File: src/rtl/ptfe_pkg.sv
// ----------------------------------------------------------------------------
// ptfe_pkg
// Types, constants and register codes shared by the pan/tilt frame encoder.
// ----------------------------------------------------------------------------
package ptfe_pkg;

  localparam int unsigned AngleW     = 9;
  localparam int unsigned ByteW      = 8;
  localparam int unsigned WordW      = 16;
  localparam int unsigned CfgIdxW    = 2;
  localparam int unsigned CfgDataW   = 16;
  localparam int unsigned FrameLen   = 7;
  localparam int unsigned ByteIdxW   = 3;
  localparam int unsigned QueueDepth = 2;

  localparam logic [AngleW-1:0]   AngleMax   = 9'd360;
  localparam logic [WordW-1:0]    AngleScale = 16'd100;
  localparam logic [ByteIdxW-1:0] LastByte   = 3'(FrameLen - 1);

  localparam logic [ByteW-1:0] SyncReset    = 8'hFF;
  localparam logic [ByteW-1:0] AddrReset    = 8'd1;
  localparam logic [WordW-1:0] PanOpReset   = 16'd75;
  localparam logic [WordW-1:0] TiltOpReset  = 16'd77;

  // Frame byte positions.
  localparam logic [ByteIdxW-1:0] BSync   = 3'd0;
  localparam logic [ByteIdxW-1:0] BAddr   = 3'd1;
  localparam logic [ByteIdxW-1:0] BOpHi   = 3'd2;
  localparam logic [ByteIdxW-1:0] BOpLo   = 3'd3;
  localparam logic [ByteIdxW-1:0] BValHi  = 3'd4;
  localparam logic [ByteIdxW-1:0] BValLo  = 3'd5;
  localparam logic [ByteIdxW-1:0] BCsum   = 3'd6;

  typedef enum logic [CfgIdxW-1:0] {
    CFG_SYNC    = 2'd0,
    CFG_ADDR    = 2'd1,
    CFG_PAN_OP  = 2'd2,
    CFG_TILT_OP = 2'd3
  } cfg_idx_e;

  typedef enum logic {
    SEL_PAN  = 1'b0,
    SEL_TILT = 1'b1
  } frame_sel_e;

  typedef struct packed {
    logic [ByteW-1:0] sync_value;
    logic [ByteW-1:0] device_address;
    logic [WordW-1:0] pan_opcode;
    logic [WordW-1:0] tilt_opcode;
  } cfg_t;

  // One queue entry: the frames that a single update calls for.
  typedef struct packed {
    logic             pan_en;
    logic             tilt_en;
    logic [WordW-1:0] pan_val;
    logic [WordW-1:0] tilt_val;
  } frame_req_t;

endpackage

File: src/rtl/ptfe_if.sv
// ----------------------------------------------------------------------------
// ptfe_if
// Valid/ready channels for angle updates and for outgoing frame bytes.
// ----------------------------------------------------------------------------
interface ptfe_in_if import ptfe_pkg::*; ();
  logic              valid;
  logic              ready;
  logic [AngleW-1:0] pan_angle;
  logic [AngleW-1:0] tilt_angle;

  modport source (output valid, output pan_angle, output tilt_angle, input ready);
  modport sink   (input valid, input pan_angle, input tilt_angle, output ready);
endinterface

interface ptfe_out_if import ptfe_pkg::*; ();
  logic             valid;
  logic             ready;
  logic [ByteW-1:0] out_byte;
  logic             frame_end;
  logic             run_end;

  modport source (output valid, output out_byte, output frame_end, output run_end,
                  input ready);
  modport sink   (input valid, input out_byte, input frame_end, input run_end,
                  output ready);
endinterface

File: src/rtl/ptfe_front.sv
// ----------------------------------------------------------------------------
// ptfe_front
// Accepts updates, saturates and compares the angles with the last ones sent,
// and queues a request for the frames that the update calls for.
// ----------------------------------------------------------------------------
module ptfe_front import ptfe_pkg::*; (
  input  logic       clk_i,
  input  logic       rst_ni,
  ptfe_in_if.sink    in_if,
  input  logic       q_full_i,
  output logic       push_o,
  output frame_req_t req_o
);

  logic [AngleW-1:0] last_pan_q, last_pan_d;
  logic [AngleW-1:0] last_tilt_q, last_tilt_d;
  logic [AngleW-1:0] pan_sat, tilt_sat;
  logic              accept;

  assign in_if.ready = !q_full_i;
  assign accept      = in_if.valid && in_if.ready;

  assign pan_sat  = (in_if.pan_angle  > AngleMax) ? AngleMax : in_if.pan_angle;
  assign tilt_sat = (in_if.tilt_angle > AngleMax) ? AngleMax : in_if.tilt_angle;

  always_comb begin
    req_o.pan_en   = (pan_sat != last_pan_q);
    req_o.tilt_en  = (tilt_sat != last_tilt_q);
    req_o.pan_val  = WordW'(WordW'(pan_sat) * AngleScale);
    // Tilt is sent as the full-scale angle minus the saturated tilt angle.
    req_o.tilt_val = WordW'(WordW'(AngleMax - tilt_sat) * AngleScale);
    push_o         = accept && (req_o.pan_en || req_o.tilt_en);
    last_pan_d     = accept ? pan_sat  : last_pan_q;
    last_tilt_d    = accept ? tilt_sat : last_tilt_q;
  end

  always_ff @(posedge clk_i or negedge rst_ni) begin
    if (!rst_ni) begin
      last_pan_q  <= '0;
      last_tilt_q <= '0;
    end else begin
      last_pan_q  <= last_pan_d;
      last_tilt_q <= last_tilt_d;
    end
  end

endmodule

File: src/rtl/ptfe_queue.sv
// ----------------------------------------------------------------------------
// ptfe_queue
// Small FIFO of frame requests between the front and the back end.
// ----------------------------------------------------------------------------
module ptfe_queue import ptfe_pkg::*; #(
  parameter int unsigned Depth = QueueDepth
) (
  input  logic       clk_i,
  input  logic       rst_ni,
  input  logic       push_i,
  input  frame_req_t wdata_i,
  input  logic       pop_i,
  output logic       valid_o,
  output logic       full_o,
  output frame_req_t rdata_o
);

  localparam int unsigned PtrW = (Depth > 1) ? $clog2(Depth) : 1;
  localparam int unsigned CntW = $clog2(Depth + 1);
  localparam logic [PtrW-1:0] PtrLast = PtrW'(Depth - 1);
  localparam logic [CntW-1:0] CntFull = CntW'(Depth);

  frame_req_t          mem_q [Depth];
  logic [PtrW-1:0]     wptr_q, wptr_d, rptr_q, rptr_d;
  logic [CntW-1:0]     cnt_q, cnt_d;

  assign valid_o = (cnt_q != '0);
  assign full_o  = (cnt_q == CntFull);
  assign rdata_o = mem_q[rptr_q];

  always_comb begin
    wptr_d = wptr_q;
    rptr_d = rptr_q;
    cnt_d  = cnt_q;
    if (push_i) begin
      wptr_d = (wptr_q == PtrLast) ? '0 : wptr_q + 1'b1;
    end
    if (pop_i) begin
      rptr_d = (rptr_q == PtrLast) ? '0 : rptr_q + 1'b1;
    end
    case ({push_i, pop_i})
      2'b10:   cnt_d = cnt_q + 1'b1;
      2'b01:   cnt_d = cnt_q - 1'b1;
      default: cnt_d = cnt_q;
    endcase
  end

  always_ff @(posedge clk_i or negedge rst_ni) begin
    if (!rst_ni) begin
      wptr_q <= '0;
      rptr_q <= '0;
      cnt_q  <= '0;
    end else begin
      wptr_q <= wptr_d;
      rptr_q <= rptr_d;
      cnt_q  <= cnt_d;
    end
  end

  always_ff @(posedge clk_i) begin
    if (push_i) begin
      mem_q[wptr_q] <= wdata_i;
    end
  end

  a_no_overflow: assert property (@(posedge clk_i) disable iff (!rst_ni)
    full_o |-> !push_i) else $error("queue written while full");

  a_no_underflow: assert property (@(posedge clk_i) disable iff (!rst_ni)
    !valid_o |-> !pop_i) else $error("queue read while empty");

  a_cnt_bound: assert property (@(posedge clk_i) disable iff (!rst_ni)
    cnt_q <= CntFull) else $error("queue count out of range");

endmodule

File: src/rtl/ptfe_back.sv
// ----------------------------------------------------------------------------
// ptfe_back
// Takes frame requests from the queue and sends their bytes, one per cycle
// while the receiver is ready, through a registered output stage.
// ----------------------------------------------------------------------------
module ptfe_back import ptfe_pkg::*; (
  input  logic       clk_i,
  input  logic       rst_ni,
  input  cfg_t       cfg_i,
  input  logic       q_valid_i,
  input  frame_req_t q_data_i,
  output logic       pop_o,
  ptfe_out_if.source out_if
);

  frame_req_t          cur_q, cur_d;
  logic                cur_valid_q, cur_valid_d;
  frame_sel_e          sel_q, sel_d;
  logic [ByteIdxW-1:0] idx_q, idx_d;

  logic                out_valid_q, out_valid_d;
  logic [ByteW-1:0]    out_byte_q, out_byte_d;
  logic                frame_end_q, frame_end_d;
  logic                run_end_q, run_end_d;

  logic                advance, emit, last_byte, load;
  logic [WordW-1:0]    opcode, value;
  logic [ByteW-1:0]    csum, cur_byte;

  assign out_if.valid     = out_valid_q;
  assign out_if.out_byte  = out_byte_q;
  assign out_if.frame_end = frame_end_q;
  assign out_if.run_end   = run_end_q;

  assign opcode = (sel_q == SEL_TILT) ? cfg_i.tilt_opcode : cfg_i.pan_opcode;
  assign value  = (sel_q == SEL_TILT) ? cur_q.tilt_val : cur_q.pan_val;
  assign csum   = cfg_i.device_address + opcode[15:8] + opcode[7:0]
                + value[15:8] + value[7:0];

  always_comb begin
    case (idx_q)
      BSync:   cur_byte = cfg_i.sync_value;
      BAddr:   cur_byte = cfg_i.device_address;
      BOpHi:   cur_byte = opcode[15:8];
      BOpLo:   cur_byte = opcode[7:0];
      BValHi:  cur_byte = value[15:8];
      BValLo:  cur_byte = value[7:0];
      BCsum:   cur_byte = csum;
      default: cur_byte = '0;
    endcase
  end

  always_comb begin
    advance   = !out_valid_q || out_if.ready;
    emit      = advance && cur_valid_q;
    last_byte = (idx_q == LastByte) && ((sel_q == SEL_TILT) || !cur_q.tilt_en);
    // A new request is taken in the same cycle the previous one finishes.
    load      = !cur_valid_q || (emit && last_byte);
    pop_o     = load && q_valid_i;

    cur_d       = cur_q;
    cur_valid_d = cur_valid_q;
    sel_d       = sel_q;
    idx_d       = idx_q;
    if (emit && !last_byte) begin
      if (idx_q == LastByte) begin
        idx_d = '0;
        sel_d = SEL_TILT;
      end else begin
        idx_d = idx_q + 1'b1;
      end
    end
    if (load) begin
      cur_valid_d = q_valid_i;
      if (q_valid_i) begin
        cur_d = q_data_i;
        sel_d = q_data_i.pan_en ? SEL_PAN : SEL_TILT;
        idx_d = '0;
      end
    end

    out_valid_d = out_valid_q;
    out_byte_d  = out_byte_q;
    frame_end_d = frame_end_q;
    run_end_d   = run_end_q;
    if (emit) begin
      out_valid_d = 1'b1;
      out_byte_d  = cur_byte;
      frame_end_d = (idx_q == LastByte);
      run_end_d   = last_byte;
    end else if (advance) begin
      out_valid_d = 1'b0;
    end
  end

  always_ff @(posedge clk_i or negedge rst_ni) begin
    if (!rst_ni) begin
      cur_valid_q <= 1'b0;
      sel_q       <= SEL_PAN;
      idx_q       <= '0;
      out_valid_q <= 1'b0;
    end else begin
      cur_valid_q <= cur_valid_d;
      sel_q       <= sel_d;
      idx_q       <= idx_d;
      out_valid_q <= out_valid_d;
    end
  end

  always_ff @(posedge clk_i) begin
    cur_q       <= cur_d;
    out_byte_q  <= out_byte_d;
    frame_end_q <= frame_end_d;
    run_end_q   <= run_end_d;
  end

  a_run_end_on_frame_end: assert property (@(posedge clk_i) disable iff (!rst_ni)
    (out_valid_q && run_end_q) |-> frame_end_q)
    else $error("run ended in the middle of a frame");

  a_idx_range: assert property (@(posedge clk_i) disable iff (!rst_ni)
    idx_q <= LastByte) else $error("byte index out of range");

  a_pop_when_idle: assert property (@(posedge clk_i) disable iff (!rst_ni)
    (cur_valid_q && !emit) |-> !pop_o)
    else $error("request taken while the current one is unfinished");

endmodule

File: src/rtl/pan_tilt_position_frame_encoder_unit.sv
// ----------------------------------------------------------------------------
// pan_tilt_position_frame_encoder_unit
// Turns pan/tilt angle updates into absolute-position command frames.
// ----------------------------------------------------------------------------
// Each update on in_if carries a pan and a tilt angle in whole degrees, both
// saturated to 360. A changed pan angle yields a 7-byte set-pan frame, then a
// changed tilt angle a 7-byte set-tilt frame carrying 360 minus the angle;
// both values are sent in hundredths of a degree. Bytes leave on out_if one
// per transaction; frame_end marks the seventh byte of a frame and run_end the
// last byte caused by an update. An update with no change yields nothing.
// An update is accepted whenever the request queue has room; its first byte
// leaves through the queue, the current-request register and the output
// register. Output runs at one byte per cycle while the receiver is ready, so
// an update costs one or two frames at the output. A stalled receiver holds
// the output register; the queue keeps accepting updates until it fills. Reset
// clears the last-sent angles to zero and loads the register defaults (sync
// 0xFF, address 1, pan opcode 75, tilt opcode 77). Registers are written through
// cfg_we_i/cfg_idx_i/cfg_wdata_i by the user while the block is idle; not enforced.
// ----------------------------------------------------------------------------
module pan_tilt_position_frame_encoder_unit import ptfe_pkg::*; #(
  parameter int unsigned QDepth = QueueDepth
) (
  input  logic                clk_i,
  input  logic                rst_ni,
  ptfe_in_if.sink             in_if,
  ptfe_out_if.source          out_if,
  input  logic                cfg_we_i,
  input  logic [CfgIdxW-1:0]  cfg_idx_i,
  input  logic [CfgDataW-1:0] cfg_wdata_i
);

  cfg_t       cfg_q, cfg_d;
  logic       push, pop, q_valid, q_full;
  frame_req_t req, q_data;

  always_comb begin
    cfg_d = cfg_q;
    if (cfg_we_i) begin
      case (cfg_idx_i)
        CFG_SYNC:    cfg_d.sync_value     = cfg_wdata_i[ByteW-1:0];
        CFG_ADDR:    cfg_d.device_address = cfg_wdata_i[ByteW-1:0];
        CFG_PAN_OP:  cfg_d.pan_opcode     = cfg_wdata_i[WordW-1:0];
        CFG_TILT_OP: cfg_d.tilt_opcode    = cfg_wdata_i[WordW-1:0];
        default:     cfg_d = cfg_q;
      endcase
    end
  end

  always_ff @(posedge clk_i or negedge rst_ni) begin
    if (!rst_ni) begin
      cfg_q.sync_value     <= SyncReset;
      cfg_q.device_address <= AddrReset;
      cfg_q.pan_opcode     <= PanOpReset;
      cfg_q.tilt_opcode    <= TiltOpReset;
    end else begin
      cfg_q <= cfg_d;
    end
  end

  ptfe_front u_front (
    .clk_i    (clk_i),
    .rst_ni   (rst_ni),
    .in_if    (in_if),
    .q_full_i (q_full),
    .push_o   (push),
    .req_o    (req)
  );

  ptfe_queue #(
    .Depth (QDepth)
  ) u_queue (
    .clk_i   (clk_i),
    .rst_ni  (rst_ni),
    .push_i  (push),
    .wdata_i (req),
    .pop_i   (pop),
    .valid_o (q_valid),
    .full_o  (q_full),
    .rdata_o (q_data)
  );

  ptfe_back u_back (
    .clk_i     (clk_i),
    .rst_ni    (rst_ni),
    .cfg_i     (cfg_q),
    .q_valid_i (q_valid),
    .q_data_i  (q_data),
    .pop_o     (pop),
    .out_if    (out_if)
  );

endmodule
File: src/flat_wrapper.sv
// flat-port wrapper written by rule: the top's interface ports become plain ports
module pan_tilt_position_frame_encoder_unit_flat import ptfe_pkg::*;
#(
  parameter int unsigned QDepth = QueueDepth
)
  (clk_i, rst_ni, cfg_we_i, cfg_idx_i, cfg_wdata_i, in_if_valid, in_if_pan_angle, in_if_tilt_angle, in_if_ready, out_if_valid, out_if_out_byte, out_if_frame_end, out_if_run_end, out_if_ready);
  ptfe_in_if in_if_i ();
  ptfe_out_if out_if_i ();
  input  logic clk_i;
  input  logic rst_ni;
  input  logic cfg_we_i;
  input  logic [CfgIdxW-1:0] cfg_idx_i;
  input  logic [CfgDataW-1:0] cfg_wdata_i;
  input wire logic [$bits(in_if_i.valid)-1:0] in_if_valid;
  input wire logic [$bits(in_if_i.pan_angle)-1:0] in_if_pan_angle;
  input wire logic [$bits(in_if_i.tilt_angle)-1:0] in_if_tilt_angle;
  output wire logic [$bits(in_if_i.ready)-1:0] in_if_ready;
  output wire logic [$bits(out_if_i.valid)-1:0] out_if_valid;
  output wire logic [$bits(out_if_i.out_byte)-1:0] out_if_out_byte;
  output wire logic [$bits(out_if_i.frame_end)-1:0] out_if_frame_end;
  output wire logic [$bits(out_if_i.run_end)-1:0] out_if_run_end;
  input wire logic [$bits(out_if_i.ready)-1:0] out_if_ready;
  assign in_if_i.valid = in_if_valid;
  assign in_if_i.pan_angle = in_if_pan_angle;
  assign in_if_i.tilt_angle = in_if_tilt_angle;
  assign in_if_ready = in_if_i.ready;
  assign out_if_valid = out_if_i.valid;
  assign out_if_out_byte = out_if_i.out_byte;
  assign out_if_frame_end = out_if_i.frame_end;
  assign out_if_run_end = out_if_i.run_end;
  assign out_if_i.ready = out_if_ready;
  pan_tilt_position_frame_encoder_unit #(.QDepth(QDepth)) u_core (.clk_i(clk_i), .rst_ni(rst_ni), .in_if(in_if_i), .out_if(out_if_i), .cfg_we_i(cfg_we_i), .cfg_idx_i(cfg_idx_i), .cfg_wdata_i(cfg_wdata_i));
endmodule
File: config.mk
export PLATFORM = sky130hd
export DESIGN_NAME = pan_tilt_position_frame_encoder_unit_flat
export DESIGN_NICKNAME = d
export VERILOG_FILES = /design/src/rtl/ptfe_pkg.sv /design/src/rtl/ptfe_if.sv /design/src/rtl/ptfe_front.sv /design/src/rtl/ptfe_queue.sv /design/src/rtl/ptfe_back.sv /design/src/rtl/pan_tilt_position_frame_encoder_unit.sv /design/src/flat_wrapper.sv
export SDC_FILE = /design/constraint.sdc
export NUM_CORES = 1
export LEC_CHECK = 0
export BUFFER_PORTS_ARGS = -buffer_cell sky130_fd_sc_hd__buf_2
export CAP_MARGIN = 0
export CORE_UTILIZATION = 55
export CTS_CLUSTER_SIZE = 24
export DETAILED_ROUTE_END_ITERATION = 7
export PLACE_DENSITY = 0.74
export SYNTH_ARGS = -nofsm -noshare
export SYNTH_HDL_FRONTEND = slang
export SYNTH_SLANG_ARGS = --single-unit
File: constraint.sdc
create_clock -name clk_i -period 7.95 [get_ports clk_i]
set_input_delay 1.1925 -clock clk_i [delete_from_list [all_inputs] [get_ports clk_i]]
set_output_delay 1.1925 -clock clk_i [all_outputs]
set_load 0.02 [all_outputs]
==> run summary, run 1 <==
Share of post-route cells with drive strength above 1: 24.6%
Dpl hpwl: 13.9 mm
Metal3 WL: 623 um
Crit path capture type: register
Drt first pass iters: 5
Clk_skew: 0.00967 ns
EDFF count, synth: 99
Starting DRT DRC Count: 368
Worst vdd ir: 255 uV
Row count: 49
Post-synth cell types: 77
Area leader, netlist: edfxtp_1
Die Span Y: 138 um
Leak: 4.73 nW
Setup violations, final: 0
Final Hold Fails: 0
Drt wl/cell: 17.3 um
Critical path startpoint category: primary input
Starting density of the core: 56.4%
Setup TNS: 0 ns
Worst Hold Class: reg -> reg
Hold Buf Count CTS: 0
Die area: 19,000 um^2
Pwr Total: 4.35 mW
Largest cells by area after synthesis: edfxtp_1 (29%), dfrtp_1 (15%), mux2_2 (11%)
Routed WL: 19.3 mm
PwrDens: 388 nW/um^2
FF+latch count, synth: 175
Vias per cell: 5.61
Top-count cell post-synth: mux2_2
Post-cts sizing count: 0
Avg Cell Area, Syn: 12.4 um^2
Critical path class: in -> reg
Grt ovf: 0
Outcome: finished clean
Syn Inst Count: 820
Num CTS Buffers: 17
Clk Latency, worst-skew pair: 0.43 ns
Max Cap Viol: 0
Ys Warns: 0
Setup bufs post-CTS: 0
Final hold slack: 0.496 ns
Yosys top cell area share: 29.2%
Crit path time final: 5.77 ns
DR WL met2: 9.72 mm
DRT antenna net count: 0
Core area: 18,000 um^2
Finished Layout Cells: 1,114
WP data required: 8.19 ns
TritonCTS Sinks: 175
Initial antenna violation count: 0
# nets final: 1,011
Die span in x: 138 um
Area of the multi-input gates: 4890 um^2
Largest net degree at the start of global routing: 45
Mapped Area: 10,200 um^2
Rel. slew slack: 28.5%
DR vias: 6,252
Crit share post-route: 72.6%
M1 WL: 8.48 mm
Clock transition at the registers of the reported paths: 0.07 ns
Port bufs: 52
Global-route wire length before repair: 30.9 mm
H-Tree Level Count: 4
Placer Congestion: 0.896
Layout area overhead: 10.3%
DRC viols: 0
Top post-synthesis cells by count: mux2_2 (102), edfxtp_1 (99), inv_1 (70), ha_1 (67), dfrtp_1 (59)
Placed Cells: 1,082
Vias in the first global route: 6,219
Sequential fraction of the synthesis area: 48.1%
CP max FO: 21
Seq. cell area: 4900 um^2
F_max: 173 MHz
RSZ-0062 raised after global routing: no
Antenna cell count: 0
GRT Total Usage: 21.7%
FILL cells: 1,439
CP arrival: 6.01 ns
Max clock buf depth: 2
Clk root buf: clkbuf_16
Worst-Margin Slew: 1.07 ns
Uppermost layer routed: met4
Synth Flop Type: edfxtp_1
Ys async rst share: 43.4%
Max Slew Vio Count: 0
CTS tree: yes
Io pins: 53
## cell type report
class	count	share of cell area, %
inverter	71	2.38
multi-input combinational	549	43.6
clock buffer	23	4.35
timing repair buffer	58	2.74
sequential	175	43.7
clock inverter	9	0.736
tap	229	2.55
## layer usage
layer | vias up | global-route usage [%]
met1 | 3057 | 26.9
met3 | 22 | 4.28
met5 | - | 0
met2 | 125 | 37.6
li1 | 3048 | -
met4 | 0 | 8.03
## sequential cells by signal (all words and copies together), names as in the netlist, 2 cells and up
name and flops:
u_core.u_back.idx_q 3, u_core.u_front.last_tilt_q 9, u_core.u_front.last_pan_q 9, u_core.cfg_q 48, u_core.u_back.out_if.out_byte 8, u_core.u_queue.cnt_q 2
u_core.u_queue.mem_q 60, u_core.u_back.cur_q 29
## logic make-up after synthesis
group,share of synthesized area [%]
xor gates and xnor gates,4.05
other,0.0738
muxes,13.1
AOI/OAI and AO/OA,8.34
DFF,48.1
and+or+nand+nor,8.03
adders and majority gates,14.3
buffers and inverters,3.96
## worst max-delay path: stages
cell and delay [ns]:
buf_2 0.29, nand4_1 0.13, o211ai_1 0.63, nand2b_1 0.27
ha_1 0.22, nor2b_1 0.19, o21ai_1 0.16, o311ai_1 0.18
inv_1 0.15, ha_1 0.32, ha_1 0.32, fa_1 0.51
ha_1 0.35, nand2_1 0.07, o21ai_0 0.08, or4_1 0.44
a2111o_1 0.38, o211ai_1 0.12
## cells in the final DEF (no fill, tap or decap), types with 4 or more instances in the layout
cell type / count
or3_1: 5
and2_1: 8
nor3_1: 14
nand3b_1: 5
buf_4: 7
a22oi_1: 5
edfxtp_1: 99
nand2b_1: 11
clkbuf_16: 17
dfstp_2: 17
a21o_1: 7
clkbuf_8: 4
ha_1: 67
a31oi_1: 6
nand3_1: 7
xor2_1: 18
mux2i_1: 18
nand2_1: 39
fa_1: 31
a211oi_1: 5
buf_2: 51
dfrtp_1: 59
conb_1: 5
nor2b_1: 8
inv_1: 70
mux2_2: 102
o21ai_0: 28
xnor2_1: 29
a21oi_1: 26
nor2_1: 31
## through the flow
stage          instance area (um^2)  util [%]  setup slack, ns
5_1_grt                       11200      62.2             1.76
6_report                      11200      62.2             2.18
3_3_place_gp                  10600      59.1             1.99
2_1_floorplan                 10200         -             2.44
3_5_place_dp                  10600      59.1             1.77
4_1_cts                       11200      62.2             2.19
## final timing paths
| check | from | endpoint | slack (ns) | cells after the start |
|---|---|---|---|---|
| min reg2reg | u_core.u_front.last_tilt_q[3] | u_core.u_front.last_tilt_q[3] | 0.50 | 1 |
| max in group asynchronous | rst_ni | u_core.cfg_q[10] | 6.29 | 2 |
| min in group asynchronous | rst_ni | u_core.cfg_q[18] | 0.72 | 1 |
| max reg2reg | u_core.u_back.sel_q | u_core.u_back.out_if.out_byte[6] | 2.80 | 17 |
| min | u_core.u_front.last_tilt_q[3] | u_core.u_front.last_tilt_q[3] | 0.50 | 1 |
| max | in_if_tilt_angle[8] | u_core.u_queue.mem_q[1][13] | 2.18 | 18 |
## power breakdown
part | switching, mW | total, mW | internal (mW)
combinational | 1.11 | 2.06 | 0.952
sequential | 0.162 | 1.48 | 1.32
clock | 0.336 | 0.800 | 0.465
total | 1.61 | 4.35 | 2.74
(Power assumes the default switching activity.)
==> run 2, diff against run 1 <==
==> constraint.sdc (replaced) <==
create_clock -name clk_i -period 5.7 [get_ports clk_i]
set_input_delay 0.855 -clock clk_i [delete_from_list [all_inputs] [get_ports clk_i]]
set_output_delay 0.855 -clock clk_i [all_outputs]
set_load 0.02 [all_outputs]
==> run summary, run 2 (same netlist as run 1, synthesis figures left out) <==
Critical path startpoint category: primary input
Worst vdd ir: 377 uV (+48%)
Core area: 18,000 um^2 (unchanged)
F_max: 199 MHz
R2r setup slk: 1.17 ns (-1.63 ns)
Rel. slew slack: 32.1% (+3.6 points)
Clk Latency, worst-skew pair: 0.42 ns (about the same)
Drt wl/cell: 16.9 um (-2.4%)
Slowest cell delay on critical path: 0.49 ns (-0.14 ns)
Layout area overhead: 11.0%
Area of the multi-input gates: 4890 um^2 (unchanged)
Num CTS Buffers: 17 (unchanged)
Clock transition at the registers of the reported paths: 0.06 ns (about the same)
Worst-Margin Slew: 1.02 ns (-0.0512 ns)
Most frequent CP cell: ha_1
Setup bufs post-CTS: 0 (unchanged)
Share of post-route cells with drive strength above 1: 24.9% (+0.28 points)
Reg2reg start: u_core.u_back.sel_q
Die area: 19,000 um^2 (unchanged)
Slowest CP cell: fa_1
CP max FO: 7 (-67%)
Worst r2r path cells: 17 (unchanged)
Die Span Y: 138 um (unchanged)
Placed Cells: 1,084 (+0.18%)
Die span in x: 138 um (unchanged)
Post-cts sizing count: 0 (unchanged)
Max Cap Viol: 0 (unchanged)
WP data required: 5.84 ns (-2.35 ns)
Port bufs: 52 (unchanged)
H-Tree Level Count: 4 (unchanged)
Largest registers: u_core.u_queue.mem_q: 60 flops, u_core.cfg_q: 48 flops, u_core.u_back.cur_q: 29 flops
Commonest non-fill, non-tap cell in the layout: mux2_2
Setup crit end: u_core.u_queue.mem_q[0][13]
Grt ovf: 0 (unchanged)
RSZ-0062 raised after global routing: no
Crit share post-route: 88.2%
Row count: 49 (unchanged)
TritonCTS Sinks: 175 (unchanged)
Dpl hpwl: 13.7 mm (-2.1%)
GRT Total Usage: 21.7% (-0.054 points)
Seq. cell area: 4900 um^2 (unchanged)
Clk root buf: clkbuf_16
Outcome: finished clean
CP cell instances: buf_2 -> nor3_1 -> o211ai_1 -> nand2b_1 -> ha_1 -> nor2b_1 -> o21ai_1 -> a211oi_1 -> a41o_1 -> ha_1 -> fa_1 -> inv_1 -> fa_1 -> inv_1 -> ha_1 -> and3_1 -> a2111oi_0 -> o211ai_1
Clk_skew: 0.00932 ns (-0.000351 ns)
Top reg by flops: u_core.u_queue.mem_q
Post-layout util: 62.6% (+0.41 points)
DRC viols: 0 (unchanged)
Setup TNS: 0 ns (unchanged)
Antenna cell count: 0 (unchanged)
Worst r2r dst: u_core.u_back.out_if.out_byte[6]
Io pins: 53 (unchanged)
Starting DRT DRC Count: 351 (-4.6%)
Global-route wire length before repair: 30.7 mm (-0.54%)
Routed WL: 18.8 mm (-2.2%)
DR vias: 6,248 (-0.064%)
Max Slew Vio Count: 0 (unchanged)
# nets final: 1,013 (+0.20%)
Leak: 4.77 nW (+0.92%)
Hold Buf Count CTS: 0 (unchanged)
CTS tree: yes
Final Hold Fails: 0 (unchanged)
Finished Layout Cells: 1,116 (+0.18%)
Drt first pass iters: 4 (-1)
Largest net degree at the start of global routing: 77 (+71%)
Crit path time final: 5.03 ns
Most frequent cells in the layout: mux2_2 (102), edfxtp_1 (99), inv_1 (70)
Final hold slack: 0.484 ns (-0.0117 ns)
Worst setup startpoint: in_if_tilt_angle[1]
Critical path class: in -> reg
Vias per cell: 5.60 (-0.24%)
PwrDens: 543 nW/um^2 (+40%)
DRT antenna net count: 0 (unchanged)
Setup violations, final: 0 (unchanged)
Starting density of the core: 56.4% (unchanged)
Worst Hold Class: reg -> reg
FILL cells: 1,418 (-1.5%)
CP arrival: 5.16 ns (-0.85 ns)
Placer Congestion: 0.869 (-3.0%)
Max clock buf depth: 2 (unchanged)
Initial antenna violation count: 0 (unchanged)
Max reg flops: 60 (unchanged)
Crit path capture type: register
Vias in the first global route: 6,209 (-0.16%)
-- run 2: final cells by class --
type | count | area share [%]
clock inverters | 6 | 0.543
well taps | 229 | 2.54
repair buffers | 60 | 2.86
inverters | 71 | 2.36
clock buffers | 26 | 5.03
flip-flops and latches | 175 | 43.4
multi-input cells | 549 | 43.3
-- run 2: worst min-delay path by stage --
stage	startpoint	to	slack, ns	depth (start not counted)
6_report	u_core.u_back.cur_valid_q	u_core.u_back.out_if.valid	0.48	1
5_1_grt	u_core.u_back.cur_valid_q	u_core.u_back.out_if.valid	0.50	1
4_1_cts	u_core.u_back.cur_valid_q	u_core.u_back.out_if.valid	0.49	1
3_5_place_dp	u_core.u_front.last_tilt_q[3]	u_core.u_front.last_tilt_q[3]	0.48	1
3_3_place_gp	u_core.u_back.cur_valid_q	u_core.u_back.out_if.valid	0.46	1
2_1_floorplan	u_core.u_back.cur_valid_q	u_core.u_back.out_if.valid	0.45	1
-- run 2: worst max-delay path, delay by kind of cell --
kind | cells | cell delay [ns]
adder cells (fa/ha/maj) | 5 | 1.78
buffers and inverters | 3 | 0.22
AND/OR/NAND/NOR | 4 | 0.83
AO/OA/AOI/OAI | 6 | 1.47
-- run 2: layer usage --
layer | wire (um) | GRT usage [%]
met1 | 8150 | 26.4
met4 | 458 | 8.64
met5 | 0 | 0
met3 | 779 | 4.57
met2 | 9430 | 37.4
-- run 2: metrics by stage --
step / setup WS, ns / total power [mW] / instance area (um^2)
final: 0.675 / 6.13 / 11300
after global routing: 0.285 / 6.63 / 11300
after CTS: 0.682 / 6.17 / 11300
after detailed placement: 0.250 / 4.95 / 10700
after global placement: 0.374 / 4.87 / 10700
after floorplan: 0.528 / 4.31 / 10200
-- run 2: power breakdown --
part	internal [mW]	switching, mW	leakage [nW]
Combinational	1.33	1.56	2.67
Sequential	1.84	0.195	1.79
Clock	0.735	0.460	0.315
